`src/hw/rtl/assert_macros.svh`:
```
// Assertion macros for the RTL; empty when synthesizing.
`ifndef ASSERT_MACROS_SVH
`define ASSERT_MACROS_SVH

`ifndef SYNTHESIS

// Clocked check, switched off while reset is high.
`define RCRB_ASSERT(lbl, clk_sig, rst_sig, prop, msg) \
  lbl: assert property (@(posedge clk_sig) disable iff (rst_sig) (prop)) else $error(msg);

// Clocked check that also holds across reset.
`define RCRB_ASSERT_ALWAYS(lbl, clk_sig, prop, msg) \
  lbl: assert property (@(posedge clk_sig) (prop)) else $error(msg);

`else

`define RCRB_ASSERT(lbl, clk_sig, rst_sig, prop, msg)
`define RCRB_ASSERT_ALWAYS(lbl, clk_sig, prop, msg)

`endif

`endif

```
`src/hw/rtl/rcrb_pkg.sv`:
```
// Shared types, constants and ramp tables of the rainfall color ramp blend.
package rcrb_pkg;

  localparam int RAIN_FRAC_BITS_DEF = 16;
  localparam int HEIGHT_BITS_DEF    = 16;

  localparam int NUM_STAGES = 7;
  localparam int NUM_CHAN   = 3;
  localparam int CHAN_W     = 8;
  localparam int CHAN_TOP   = 255;
  localparam logic [CHAN_W-1:0] CHAN_MAX = 8'hFF;

  typedef logic [CHAN_W-1:0] chan_t;
  typedef logic [NUM_CHAN-1:0][CHAN_W-1:0] pixel_t;

  // Ramp segments: lower breakpoint and span in hundredths, end colors.
  localparam int NUM_SEG   = 6;
  localparam int PCT_SCALE = 100;
  typedef logic [2:0] seg_idx_t;

  localparam int SEG_LO   [NUM_SEG] = '{0, 15, 30, 50, 70, 85};
  localparam int SEG_SPAN [NUM_SEG] = '{15, 15, 20, 20, 15, 15};
  localparam int SEG_C0 [NUM_SEG][NUM_CHAN] = '{
    '{139,  69,  19}, '{210, 180, 140}, '{255, 215,   0},
    '{144, 238, 144}, '{ 34, 139,  34}, '{  0, 206, 209}
  };
  localparam int SEG_C1 [NUM_SEG][NUM_CHAN] = '{
    '{210, 180, 140}, '{255, 215,   0}, '{144, 238, 144},
    '{ 34, 139,  34}, '{  0, 206, 209}, '{ 25,  25, 112}
  };

  // Reciprocal divide: q = (x * RECIP) >> RECIP_SHIFT, then one correction.
  localparam int RECIP_SHIFT = 16;
  localparam int SEG_RECIP_W = 13;
  localparam int SEG_RECIP [NUM_SEG] = '{
    (1 << 16) / 15, (1 << 16) / 15, (1 << 16) / 20,
    (1 << 16) / 20, (1 << 16) / 15, (1 << 16) / 15
  };
  localparam int DELTA_W    = 9;   // signed color step
  localparam int SPAN_SUM_W = 14;  // biased segment quotient dividend
  localparam int QUOT_W     = 9;   // biased segment quotient

  // Terrain grey divider.
  localparam int GREY_STAGES = 4;
  localparam int GREY_STEPS  = CHAN_W / GREY_STAGES;

  // Blend and darken.
  localparam int MIX_W           = 15;
  localparam int BLEND_RAMP_GAIN = 7;
  localparam int BLEND_GREY_GAIN = 3;
  localparam int BLEND_DIV       = 10;
  localparam int DARK_GAIN       = 85;
  localparam int DARK_DIV        = 100;
  localparam int PASS_DIV        = 1;
  localparam int MIX_RECIP_W     = 17;
  localparam int BLEND_RECIP     = (1 << 16) / 10;
  localparam int DARK_RECIP      = (1 << 16) / 100;
  localparam int PASS_RECIP      = 1 << 16;
  localparam int MIX_PROD_W      = 32;

  typedef enum logic [1:0] {
    MODE_PASS  = 2'b00,
    MODE_BLEND = 2'b01,
    MODE_DARK  = 2'b10
  } mix_mode_t;

  // Configuration register indexes.
  localparam int CFG_ADDR_W = 1;
  localparam logic [CFG_ADDR_W-1:0] REG_OVERLAY_ENABLE = 1'b0;
  localparam logic [CFG_ADDR_W-1:0] REG_MAX_ELEVATION  = 1'b1;

  // Per-stage load enables, stage 1 in the low bit.
  typedef struct packed {
    logic s7;
    logic s6;
    logic s5;
    logic s4;
    logic s3;
    logic s2;
    logic s1;
  } stage_en_t;

endpackage

```
`src/hw/rtl/rcrb_ramp.sv`:
```
// Ramp color pipeline: clamp and segment pick, channel products, reciprocal divide.
module rcrb_ramp #(
  parameter int RAIN_FRAC_BITS = rcrb_pkg::RAIN_FRAC_BITS_DEF
) (
  input  logic                  clk,
  input  rcrb_pkg::stage_en_t   en,
  input  logic [RAIN_FRAC_BITS:0] rain_level,
  input  logic                  land_flag,
  input  logic                  overlay_enable,
  output rcrb_pkg::pixel_t      chan,
  output rcrb_pkg::mix_mode_t   mode
);

  localparam int F      = RAIN_FRAC_BITS;
  localparam int R100_W = F + 7;
  localparam int NUM_W  = F + 5;
  localparam int PROD_W = NUM_W + 1 + rcrb_pkg::DELTA_W;
  localparam int QMUL_W = rcrb_pkg::SPAN_SUM_W + rcrb_pkg::SEG_RECIP_W;
  localparam int CSUM_W = rcrb_pkg::QUOT_W + 1;
  localparam longint ONE_L = longint'(1) << F;
  localparam logic [F:0] RAIN_ONE = (F + 1)'(ONE_L);

  // Lowest level of each segment: ceil(lo * ONE / 100).
  localparam longint THR [rcrb_pkg::NUM_SEG] = '{
    0,
    (rcrb_pkg::SEG_LO[1] * ONE_L + rcrb_pkg::PCT_SCALE - 1) / rcrb_pkg::PCT_SCALE,
    (rcrb_pkg::SEG_LO[2] * ONE_L + rcrb_pkg::PCT_SCALE - 1) / rcrb_pkg::PCT_SCALE,
    (rcrb_pkg::SEG_LO[3] * ONE_L + rcrb_pkg::PCT_SCALE - 1) / rcrb_pkg::PCT_SCALE,
    (rcrb_pkg::SEG_LO[4] * ONE_L + rcrb_pkg::PCT_SCALE - 1) / rcrb_pkg::PCT_SCALE,
    (rcrb_pkg::SEG_LO[5] * ONE_L + rcrb_pkg::PCT_SCALE - 1) / rcrb_pkg::PCT_SCALE
  };

  // Stage 1: clamp, segment, offset into segment.
  logic [F:0]          r_clamp;
  logic [R100_W-1:0]   r100;
  logic [R100_W-1:0]   lo_scaled;
  rcrb_pkg::seg_idx_t  seg_sel;
  rcrb_pkg::mix_mode_t mode_sel;

  logic [NUM_W-1:0]    s1_num;
  rcrb_pkg::seg_idx_t  s1_seg;
  rcrb_pkg::mix_mode_t s1_mode;

  always_comb begin
    r_clamp = (rain_level > RAIN_ONE) ? RAIN_ONE : rain_level;
    seg_sel = '0;
    for (int s = 1; s < rcrb_pkg::NUM_SEG; s++) begin
      if (r_clamp >= (F + 1)'(THR[s])) begin
        seg_sel = 3'(s);
      end
    end
    r100      = R100_W'(r_clamp) * R100_W'(rcrb_pkg::PCT_SCALE);
    lo_scaled = R100_W'(longint'(rcrb_pkg::SEG_LO[seg_sel]) << F);
    if (!land_flag) begin
      mode_sel = rcrb_pkg::MODE_DARK;
    end else if (overlay_enable) begin
      mode_sel = rcrb_pkg::MODE_BLEND;
    end else begin
      mode_sel = rcrb_pkg::MODE_PASS;
    end
  end

  always_ff @(posedge clk) begin
    if (en.s1) begin
      s1_num  <= NUM_W'(r100 - lo_scaled);
      s1_seg  <= seg_sel;
      s1_mode <= mode_sel;
    end
  end

  // Stage 2: signed color step times offset.
  logic signed [rcrb_pkg::DELTA_W-1:0] delta [rcrb_pkg::NUM_CHAN];
  logic signed [PROD_W-1:0] prod_next [rcrb_pkg::NUM_CHAN];
  logic signed [PROD_W-1:0] s2_prod   [rcrb_pkg::NUM_CHAN];
  rcrb_pkg::seg_idx_t       s2_seg;
  rcrb_pkg::mix_mode_t      s2_mode;

  always_comb begin
    for (int k = 0; k < rcrb_pkg::NUM_CHAN; k++) begin
      delta[k] = rcrb_pkg::DELTA_W'(rcrb_pkg::SEG_C1[s1_seg][k] - rcrb_pkg::SEG_C0[s1_seg][k]);
      prod_next[k] = $signed({1'b0, s1_num}) * delta[k];
    end
  end

  always_ff @(posedge clk) begin
    if (en.s2) begin
      for (int k = 0; k < rcrb_pkg::NUM_CHAN; k++) begin
        s2_prod[k] <= prod_next[k];
      end
      s2_seg  <= s1_seg;
      s2_mode <= s1_mode;
    end
  end

  // Stage 3: floor by 2^F, bias to non-negative, reciprocal estimate of / span.
  logic [rcrb_pkg::SPAN_SUM_W-1:0] sp_next [rcrb_pkg::NUM_CHAN];
  logic [QMUL_W-1:0]               qmul    [rcrb_pkg::NUM_CHAN];
  logic [rcrb_pkg::SPAN_SUM_W-1:0] s3_sp   [rcrb_pkg::NUM_CHAN];
  logic [rcrb_pkg::QUOT_W-1:0]     s3_q0   [rcrb_pkg::NUM_CHAN];
  rcrb_pkg::seg_idx_t              s3_seg;
  rcrb_pkg::mix_mode_t             s3_mode;

  always_comb begin
    for (int k = 0; k < rcrb_pkg::NUM_CHAN; k++) begin
      sp_next[k] = rcrb_pkg::SPAN_SUM_W'(s2_prod[k] >>> F)
                 + rcrb_pkg::SPAN_SUM_W'(rcrb_pkg::CHAN_TOP * rcrb_pkg::SEG_SPAN[s2_seg]);
      qmul[k] = QMUL_W'(sp_next[k]) * QMUL_W'(rcrb_pkg::SEG_RECIP[s2_seg]);
    end
  end

  always_ff @(posedge clk) begin
    if (en.s3) begin
      for (int k = 0; k < rcrb_pkg::NUM_CHAN; k++) begin
        s3_sp[k] <= sp_next[k];
        s3_q0[k] <= rcrb_pkg::QUOT_W'(qmul[k] >> rcrb_pkg::RECIP_SHIFT);
      end
      s3_seg  <= s2_seg;
      s3_mode <= s2_mode;
    end
  end

  // Stage 4: quotient correction, remove bias, add start color.
  logic [rcrb_pkg::SPAN_SUM_W-1:0] qspan [rcrb_pkg::NUM_CHAN];
  logic [rcrb_pkg::SPAN_SUM_W-1:0] rem   [rcrb_pkg::NUM_CHAN];
  logic [CSUM_W-1:0]               csum  [rcrb_pkg::NUM_CHAN];
  rcrb_pkg::pixel_t                s4_chan;
  rcrb_pkg::mix_mode_t             s4_mode;

  always_comb begin
    for (int k = 0; k < rcrb_pkg::NUM_CHAN; k++) begin
      qspan[k] = rcrb_pkg::SPAN_SUM_W'(s3_q0[k] * rcrb_pkg::SEG_SPAN[s3_seg]);
      rem[k]   = s3_sp[k] - qspan[k];
      csum[k]  = CSUM_W'(s3_q0[k])
               + CSUM_W'(rem[k] >= rcrb_pkg::SPAN_SUM_W'(rcrb_pkg::SEG_SPAN[s3_seg]))
               + CSUM_W'(rcrb_pkg::SEG_C0[s3_seg][k])
               - CSUM_W'(rcrb_pkg::CHAN_TOP);
    end
  end

  always_ff @(posedge clk) begin
    if (en.s4) begin
      for (int k = 0; k < rcrb_pkg::NUM_CHAN; k++) begin
        s4_chan[k] <= csum[k][rcrb_pkg::CHAN_W-1:0];
      end
      s4_mode <= s3_mode;
    end
  end

  assign chan = s4_chan;
  assign mode = s4_mode;

endmodule

```
`src/hw/rtl/rcrb_grey.sv`:
```
// Terrain grey: pipelined restoring divide of 255 * height by max elevation.
module rcrb_grey #(
  parameter int HEIGHT_BITS = rcrb_pkg::HEIGHT_BITS_DEF
) (
  input  logic                   clk,
  input  rcrb_pkg::stage_en_t    en,
  input  logic [HEIGHT_BITS-1:0] height_sample,
  input  logic [HEIGHT_BITS-1:0] max_elevation,
  output rcrb_pkg::chan_t        grey
);

  localparam int NUM_W  = HEIGHT_BITS + rcrb_pkg::CHAN_W;
  localparam int STAGES = rcrb_pkg::GREY_STAGES;
  localparam int STEPS  = rcrb_pkg::GREY_STEPS;

  logic [NUM_W-1:0]            rem [0:STAGES];
  rcrb_pkg::chan_t             quo [0:STAGES];
  logic                        sat [0:STAGES];
  logic [NUM_W-1:0]            rem_c [STAGES];
  rcrb_pkg::chan_t             quo_c [STAGES];
  logic [NUM_W-1:0]            dvs;
  logic [STAGES-1:0]           ld;

  assign dvs = NUM_W'(max_elevation);
  assign ld  = {en.s5, en.s4, en.s3, en.s2};

  // Two quotient bits per stage, MSB first; h >= m (or m == 0) saturates.
  always_comb begin
    for (int j = 0; j < STAGES; j++) begin
      rem_c[j] = rem[j];
      quo_c[j] = quo[j];
      for (int t = 0; t < STEPS; t++) begin
        if (rem_c[j] >= (dvs << (rcrb_pkg::CHAN_W - 1 - j * STEPS - t))) begin
          rem_c[j] = rem_c[j] - (dvs << (rcrb_pkg::CHAN_W - 1 - j * STEPS - t));
          quo_c[j][rcrb_pkg::CHAN_W - 1 - j * STEPS - t] = 1'b1;
        end
      end
    end
  end

  always_ff @(posedge clk) begin
    if (en.s1) begin
      rem[0] <= (NUM_W'(height_sample) << rcrb_pkg::CHAN_W) - NUM_W'(height_sample);
      quo[0] <= '0;
      sat[0] <= (max_elevation == '0) || (height_sample >= max_elevation);
    end
    for (int j = 0; j < STAGES; j++) begin
      if (ld[j]) begin
        rem[j + 1] <= rem_c[j];
        quo[j + 1] <= quo_c[j];
        sat[j + 1] <= sat[j];
      end
    end
  end

  assign grey = sat[STAGES] ? rcrb_pkg::CHAN_MAX : quo[STAGES];

endmodule

```
`src/hw/rtl/rcrb_blend.sv`:
```
// Output mix: terrain blend, darken or pass; reciprocal divide by 10, 100, 1.
module rcrb_blend (
  input  logic                clk,
  input  rcrb_pkg::stage_en_t en,
  input  rcrb_pkg::pixel_t    chan_in,
  input  rcrb_pkg::mix_mode_t mode_in,
  input  rcrb_pkg::chan_t     grey,
  output rcrb_pkg::pixel_t    chan_out
);

  localparam int MW = rcrb_pkg::MIX_W;

  // Stage 5: scale ramp color.
  logic [MW-1:0]       a_next [rcrb_pkg::NUM_CHAN];
  logic [MW-1:0]       s5_a   [rcrb_pkg::NUM_CHAN];
  rcrb_pkg::mix_mode_t s5_mode;

  always_comb begin
    for (int k = 0; k < rcrb_pkg::NUM_CHAN; k++) begin
      case (mode_in)
        rcrb_pkg::MODE_DARK:  a_next[k] = MW'(chan_in[k]) * MW'(rcrb_pkg::DARK_GAIN);
        rcrb_pkg::MODE_BLEND: a_next[k] = MW'(chan_in[k]) * MW'(rcrb_pkg::BLEND_RAMP_GAIN);
        default:              a_next[k] = MW'(chan_in[k]);
      endcase
    end
  end

  always_ff @(posedge clk) begin
    if (en.s5) begin
      for (int k = 0; k < rcrb_pkg::NUM_CHAN; k++) begin
        s5_a[k] <= a_next[k];
      end
      s5_mode <= mode_in;
    end
  end

  // Stage 6: add grey share, reciprocal estimate.
  logic [MW-1:0]                    grey_term;
  logic [rcrb_pkg::MIX_RECIP_W-1:0] recip;
  logic [MW-1:0]                    x_next [rcrb_pkg::NUM_CHAN];
  logic [rcrb_pkg::MIX_PROD_W-1:0]  xprod  [rcrb_pkg::NUM_CHAN];
  logic [MW-1:0]                    s6_x   [rcrb_pkg::NUM_CHAN];
  rcrb_pkg::chan_t                  s6_q0  [rcrb_pkg::NUM_CHAN];
  rcrb_pkg::mix_mode_t              s6_mode;

  always_comb begin
    grey_term = '0;
    case (s5_mode)
      rcrb_pkg::MODE_BLEND: begin
        recip     = rcrb_pkg::MIX_RECIP_W'(rcrb_pkg::BLEND_RECIP);
        grey_term = MW'(grey) * MW'(rcrb_pkg::BLEND_GREY_GAIN);
      end
      rcrb_pkg::MODE_DARK: recip = rcrb_pkg::MIX_RECIP_W'(rcrb_pkg::DARK_RECIP);
      default:             recip = rcrb_pkg::MIX_RECIP_W'(rcrb_pkg::PASS_RECIP);
    endcase
    for (int k = 0; k < rcrb_pkg::NUM_CHAN; k++) begin
      x_next[k] = s5_a[k] + grey_term;
      xprod[k]  = rcrb_pkg::MIX_PROD_W'(x_next[k]) * rcrb_pkg::MIX_PROD_W'(recip);
    end
  end

  always_ff @(posedge clk) begin
    if (en.s6) begin
      for (int k = 0; k < rcrb_pkg::NUM_CHAN; k++) begin
        s6_x[k]  <= x_next[k];
        s6_q0[k] <= rcrb_pkg::CHAN_W'(xprod[k] >> rcrb_pkg::RECIP_SHIFT);
      end
      s6_mode <= s5_mode;
    end
  end

  // Stage 7: estimate is exact or one low; fix it.
  logic [MW-1:0]    dvs;
  logic [MW-1:0]    rem [rcrb_pkg::NUM_CHAN];
  rcrb_pkg::pixel_t s7_chan;

  always_comb begin
    case (s6_mode)
      rcrb_pkg::MODE_BLEND: dvs = MW'(rcrb_pkg::BLEND_DIV);
      rcrb_pkg::MODE_DARK:  dvs = MW'(rcrb_pkg::DARK_DIV);
      default:              dvs = MW'(rcrb_pkg::PASS_DIV);
    endcase
    for (int k = 0; k < rcrb_pkg::NUM_CHAN; k++) begin
      rem[k] = s6_x[k] - MW'(s6_q0[k]) * dvs;
    end
  end

  always_ff @(posedge clk) begin
    if (en.s7) begin
      for (int k = 0; k < rcrb_pkg::NUM_CHAN; k++) begin
        s7_chan[k] <= s6_q0[k] + rcrb_pkg::CHAN_W'(rem[k] >= dvs);
      end
    end
  end

  assign chan_out = s7_chan;

endmodule

```
`src/hw/rtl/rainfall_color_ramp_blend.sv`:
```
// Top level of the rainfall color ramp blend: config registers, pipeline control.
//
// Input stream s_*: one pixel request per transfer; s_tdata carries the rain
// level and terrain height, s_tuser the land flag. Output stream m_*: one RGB
// pixel per input request, in order. The cfg_* port writes overlay_enable
// (index 0) and max_elevation (index 1); write only while no request is in
// flight.
// Throughput: one request per clock unless m_tready stalls the output. Seven
// register stages: clamp and segment pick, channel products, reciprocal multiply,
// quotient fix, color scale, mix reciprocal multiply, mix fix. The terrain grey
// divider runs alongside in four stages of two quotient bits each.
// A request passes the stages in order and is offered on m_* from the last one.
// Each stage holds its request while the stage after it is full and stalled;
// empty stages keep filling, so s_tready stays high while any stage is empty.
// Reset clears all stage valid bits, overlay_enable to 0 and max_elevation to
// all ones.
`include "assert_macros.svh"

module rainfall_color_ramp_blend #(
  parameter int RAIN_FRAC_BITS = rcrb_pkg::RAIN_FRAC_BITS_DEF,
  parameter int HEIGHT_BITS    = rcrb_pkg::HEIGHT_BITS_DEF,
  localparam int IN_W          = RAIN_FRAC_BITS + 1 + HEIGHT_BITS,
  localparam int IN_TDATA_W    = ((IN_W + 7) / 8) * 8,
  localparam int OUT_W         = rcrb_pkg::NUM_CHAN * rcrb_pkg::CHAN_W,
  localparam int OUT_TDATA_W   = ((OUT_W + 7) / 8) * 8
) (
  input  logic                            clk,
  input  logic                            rst,
  input  logic                            s_tvalid,
  output logic                            s_tready,
  // rain_level, height_sample, zero fill
  input  logic [IN_TDATA_W-1:0]           s_tdata,
  // land_flag
  input  logic                            s_tuser,
  output logic                            m_tvalid,
  input  logic                            m_tready,
  // red, green, blue
  output logic [OUT_TDATA_W-1:0]          m_tdata,
  input  logic                            cfg_we,
  input  logic [rcrb_pkg::CFG_ADDR_W-1:0] cfg_addr,
  input  logic [HEIGHT_BITS-1:0]          cfg_wdata
);

  localparam int NS = rcrb_pkg::NUM_STAGES;

  logic                   overlay_enable;
  logic [HEIGHT_BITS-1:0] max_elevation;

  always_ff @(posedge clk) begin
    if (rst) begin
      overlay_enable <= 1'b0;
      max_elevation  <= '1;
    end else if (cfg_we) begin
      unique case (cfg_addr)
        rcrb_pkg::REG_OVERLAY_ENABLE: overlay_enable <= cfg_wdata[0];
        rcrb_pkg::REG_MAX_ELEVATION:  max_elevation  <= cfg_wdata;
        default: ;
      endcase
    end
  end

  // Stage valid bits with a ready chain; a stage loads when it is empty or drains.
  logic [NS-1:0]       vld;
  logic [NS-1:0]       vld_in;
  logic [NS:0]         rdy;
  rcrb_pkg::stage_en_t en;

  always_comb begin
    rdy[NS] = m_tready;
    for (int i = NS - 1; i >= 0; i--) begin
      rdy[i] = !vld[i] || rdy[i + 1];
    end
  end

  assign vld_in = {vld[NS-2:0], s_tvalid};
  assign en     = rcrb_pkg::stage_en_t'(rdy[NS-1:0]);

  always_ff @(posedge clk) begin
    if (rst) begin
      vld <= '0;
    end else begin
      for (int i = 0; i < NS; i++) begin
        if (rdy[i]) begin
          vld[i] <= vld_in[i];
        end
      end
    end
  end

  assign s_tready = rdy[0];
  assign m_tvalid = vld[NS-1];

  logic [RAIN_FRAC_BITS:0]  rain_level;
  logic [HEIGHT_BITS-1:0]   height_sample;
  rcrb_pkg::pixel_t         ramp_chan;
  rcrb_pkg::mix_mode_t      ramp_mode;
  rcrb_pkg::chan_t          grey;
  rcrb_pkg::pixel_t         pix_out;

  assign rain_level    = s_tdata[RAIN_FRAC_BITS:0];
  assign height_sample = s_tdata[RAIN_FRAC_BITS + 1 +: HEIGHT_BITS];

  rcrb_ramp #(
    .RAIN_FRAC_BITS (RAIN_FRAC_BITS)
  ) u_ramp (
    .clk            (clk),
    .en             (en),
    .rain_level     (rain_level),
    .land_flag      (s_tuser),
    .overlay_enable (overlay_enable),
    .chan           (ramp_chan),
    .mode           (ramp_mode)
  );

  rcrb_grey #(
    .HEIGHT_BITS (HEIGHT_BITS)
  ) u_grey (
    .clk           (clk),
    .en            (en),
    .height_sample (height_sample),
    .max_elevation (max_elevation),
    .grey          (grey)
  );

  rcrb_blend u_blend (
    .clk      (clk),
    .en       (en),
    .chan_in  (ramp_chan),
    .mode_in  (ramp_mode),
    .grey     (grey),
    .chan_out (pix_out)
  );

  assign m_tdata = OUT_TDATA_W'(pix_out);

  `RCRB_ASSERT_ALWAYS(a_rst_flush, clk, rst |=> (vld == '0), "valid bits not cleared by reset")
  `RCRB_ASSERT(a_bubble_ready, clk, rst, !(&vld) |-> s_tready, "not ready with an empty stage")
  `RCRB_ASSERT(a_stage_hold, clk, rst, (vld[3] && !rdy[4]) |=> vld[3], "stalled request dropped")
  `RCRB_ASSERT(a_cfg_max_elev, clk, rst, (cfg_we && (cfg_addr == rcrb_pkg::REG_MAX_ELEVATION)) |=> (max_elevation == $past(cfg_wdata)), "max_elevation write lost")

endmodule
```
`config.mk`:
```
export PLATFORM = sky130hd
export DESIGN_NAME = rainfall_color_ramp_blend
export DESIGN_NICKNAME = d
export VERILOG_FILES = /design/src/hw/rtl/rcrb_pkg.sv /design/src/hw/rtl/rcrb_ramp.sv /design/src/hw/rtl/rcrb_grey.sv /design/src/hw/rtl/rcrb_blend.sv /design/src/hw/rtl/rainfall_color_ramp_blend.sv
export VERILOG_INCLUDE_DIRS = /design/src /design/src/hw/rtl
export SDC_FILE = /design/constraint.sdc
export NUM_CORES = 2
export LEC_CHECK = 0
export ABC_AREA = 1
export BUFFER_PORTS_ARGS = -buffer_cell sky130_fd_sc_hd__buf_2
export CORE_MARGIN = 1
export CORE_UTILIZATION = 55
export CTS_CLUSTER_DIAMETER = 80
export DETAILED_ROUTE_END_ITERATION = 10
export GPL_TIMING_DRIVEN = 0
export PLACE_DENSITY_LB_ADDON = 0.15
export SETUP_SLACK_MARGIN = 0.4
export SYNTH_ARGS = -nofsm -noshare
export SYNTH_HDL_FRONTEND = slang
export SYNTH_SLANG_ARGS = --single-unit
export TNS_END_PERCENT = 100
```
`constraint.sdc`:
```
create_clock -name clk -period 27 [get_ports clk]
set_input_delay 0 -clock clk [delete_from_list [all_inputs] [get_ports clk]]
set_output_delay 0 -clock clk [all_outputs]
set_load 0.05 [all_outputs]
```
==> metrics.cfg <==
[timing]
setup_violations=0
hold_viol=0
rsz0062_at_grt=no
post-route-min-period_ps=10170
fin_skew_ps=71.3
fin_setup_tns_ps=0
fmax_mhz=98.4
drv_slew=0
worst_pin_slew_ps=1150
fin_crit_sh=0.377
maxSlewHeadroom=0.234

[critical_path]
critPathBufInv=7
crit_path_frequent_cell=nand2_1
end_kind=flop
worstPathArrival_ps=10610
crit_slowest_cell=clkbuf_1
max_stage_delay_ps=780
worstReg2RegStart=u_blend.s5_mode[1]
cp.required_ps=27450
critPathKind=flop to flop
cp-start-kind=flop
worst-path-max-fanout=10
crit_family=adder cells
crit_start=u_blend.s5_mode[1]

[global_routing]
antenna_found_initial=2
grt_pass1_wl_microns=373000
overflow=0
grt_max_degree=74
grtUsageTotal=0.277
grt_pass1_vias=72600

[logic_synthesis]
synthArstFlopShare=0
netlist_top_cells_area=fa_1, ha_1, edfxtp_1, inv_1, nand2_1
synth_edf_count=434
ys_types=72
ys_ff_latch=458
avgSynthCellArea_sq_um=8.31
syn-cell-area_sq_mm=0.0904
yosysTopAreaCell=fa_1
synth_most_common_cell=inv_1
synth_top_flop_cell=edfxtp_1
ys_warn_count=0
synth_top_area_share=0.249
netlist_instances=10900
synthTopCellsByCount=inv_1, nand2_1, ha_1
seq_area_frac_synth=0.149

[place]
placement.io_buffers=80
gp_congestion=0.947
dpl.hpwl_microns=195000

[final_layout]
finish.net_count=13900
fillerInstances=14600
drive_above_1_share=0.0303
synthToLayoutAreaGrowth_pct=6.89

[route]
drc=0
num_vias=70900
ant_nets=0
drtIter0Drc=4355
wirelength_microns=228000
viasPerCell=5.31
dr.pass1.iters=7
avgRoutedWirePerCell_microns=17.1

[clock_tree]
cts_made_buffers=61
ctsResizeCount=0
clockBufferDepth=3
clock_latency_ps=710
cts-root-buf=clkbuf_16
cts_sinks=458
clk_pin_slew_worst_paths_ps=60
cts_tree=yes
htree_levels=2

[flow_run]
drv_cap=0

[die]
io_pins=89
rows=148
chipHeight_microns=408
core-area_sq_mm=0.163
die-width_microns=408
initial_core_util=0.555
die-area_sq_mm=0.166

[min_path]
hold_path.class=primary input to flop
min_from=s_tdata[16]

[outcome]
outcome=finished, final reports clean

layout make-up:
class	instances	area, sq um	share of cell area
Buffer	141	599	0.00620
Tap cell	2175	2720	0.0281
Clock buffer	78	1690	0.0175
Timing Repair Buffer	168	1350	0.0140
Multi-Input combinational cell	7547	66100	0.683
Inverter	2740	10300	0.107
Sequential cell	458	13500	0.140
Clock inverter	38	443	0.00458
Antenna cell	1	2.50	0.0000259
registers in the layout, summed over array words and instances (netlist names), 5 cells and up:
signal	flops
u_grey.quo	20
u_blend.s6_q0	24
vld	7
u_ramp.s3_sp	42
u_ramp.s3_q0	27
u_blend.chan_out	24
u_grey.rem	96
u_ramp.chan	24
u_ramp.s1_num	19
u_grey.sat	5
u_blend.s6_x	45
u_blend.s5_a	45
u_ramp.s2_prod	42
max_elevation	16
kinds of logic (layout without fill, tap and decap cells):
group | count (synthesis) | count (layout) | synth area share
and+or+nand+nor | 3182 | 3182 | 0.146
buffers and inverters | 2881 | 3165 | 0.120
adders and majority gates | 2672 | 2672 | 0.463
AOI/OAI and AO/OA | 1241 | 1241 | 0.0776
DFF | 458 | 458 | 0.149
xor gates and xnor gates | 447 | 447 | 0.0434
other | 2 | 6 | 0.0000830
metal layers:
layer | global-route usage | share of wire
met1 | 0.363 | 0.44
met2 | 0.474 | 0.47
met3 | 0.0268 | 0.046
met4 | 0.106 | 0.044
met5 | 0 | 0
through the flow:
stage	hold WS [ps]	util	worst slack (ps)	cell area, sq um	instances
final	86.6	0.593	16830	96700	13300
after global routing	112	0.593	16180	96700	13300
after CTS	12.9	0.593	16820	96700	13300
after detailed placement	223	0.575	16830	93700	13100
after global placement	219	0.574	14060	93600	13100
after floorplan	98.9	-	17470	90500	10900
placed cells by master, fill, tap and decap left out, drive strengths merged, types with 15 or more instances in the layout:
| cell | instances |
|---|---|
| a21boi | 15 |
| a21o | 49 |
| a21oi | 583 |
| a31oi | 38 |
| buf | 125 |
| clkbuf | 180 |
| clkinv | 23 |
| dfxtp | 24 |
| dlygate4sd3 | 82 |
| edfxtp | 434 |
| fa | 1125 |
| ha | 1547 |
| inv | 2740 |
| nand2 | 1716 |
| nand3 | 308 |
| nand3b | 21 |
| nand4 | 111 |
| nor2 | 851 |
| nor3 | 92 |
| nor4 | 28 |
| o211ai | 31 |
| o21a | 15 |
| o21ai | 376 |
| o21bai | 45 |
| o31ai | 21 |
| or2 | 44 |
| xnor2 | 163 |
| xor2 | 284 |
worst register-to-register path, delay by kind of cell, from the launching register on:
| kind | cells | cell delay, ps |
|---|---|---|
| flops | 1 | 420 |
| compound gates | 6 | 1810 |
| buf+inv | 7 | 1720 |
| simple gates | 13 | 1860 |
| fa+ha+maj | 9 | 4110 |
path summary, 6_finish.rpt:
check,to,slack (ps),depth (start not counted)
setup / recovery,u_blend.s6_q0[0][15],16830,35
hold / removal,u_ramp.s1_seg[1],90,5
setup reg to reg,u_blend.s6_q0[0][15],16830,35
hold reg to reg,u_grey.sat[0][3],420,0
repair_timing:
| action | 4_1_cts | 5_1_grt |
|---|---|---|
| buffers inserted | 0 | 0 |
| hold buffers | 82 | 0 |
| endpoints found under the hold margin | 54 | 0 |
Power is left out: the tool's default activity adds up to more than one toggle a clock period on the data nets, which glitch-free logic cannot reach.
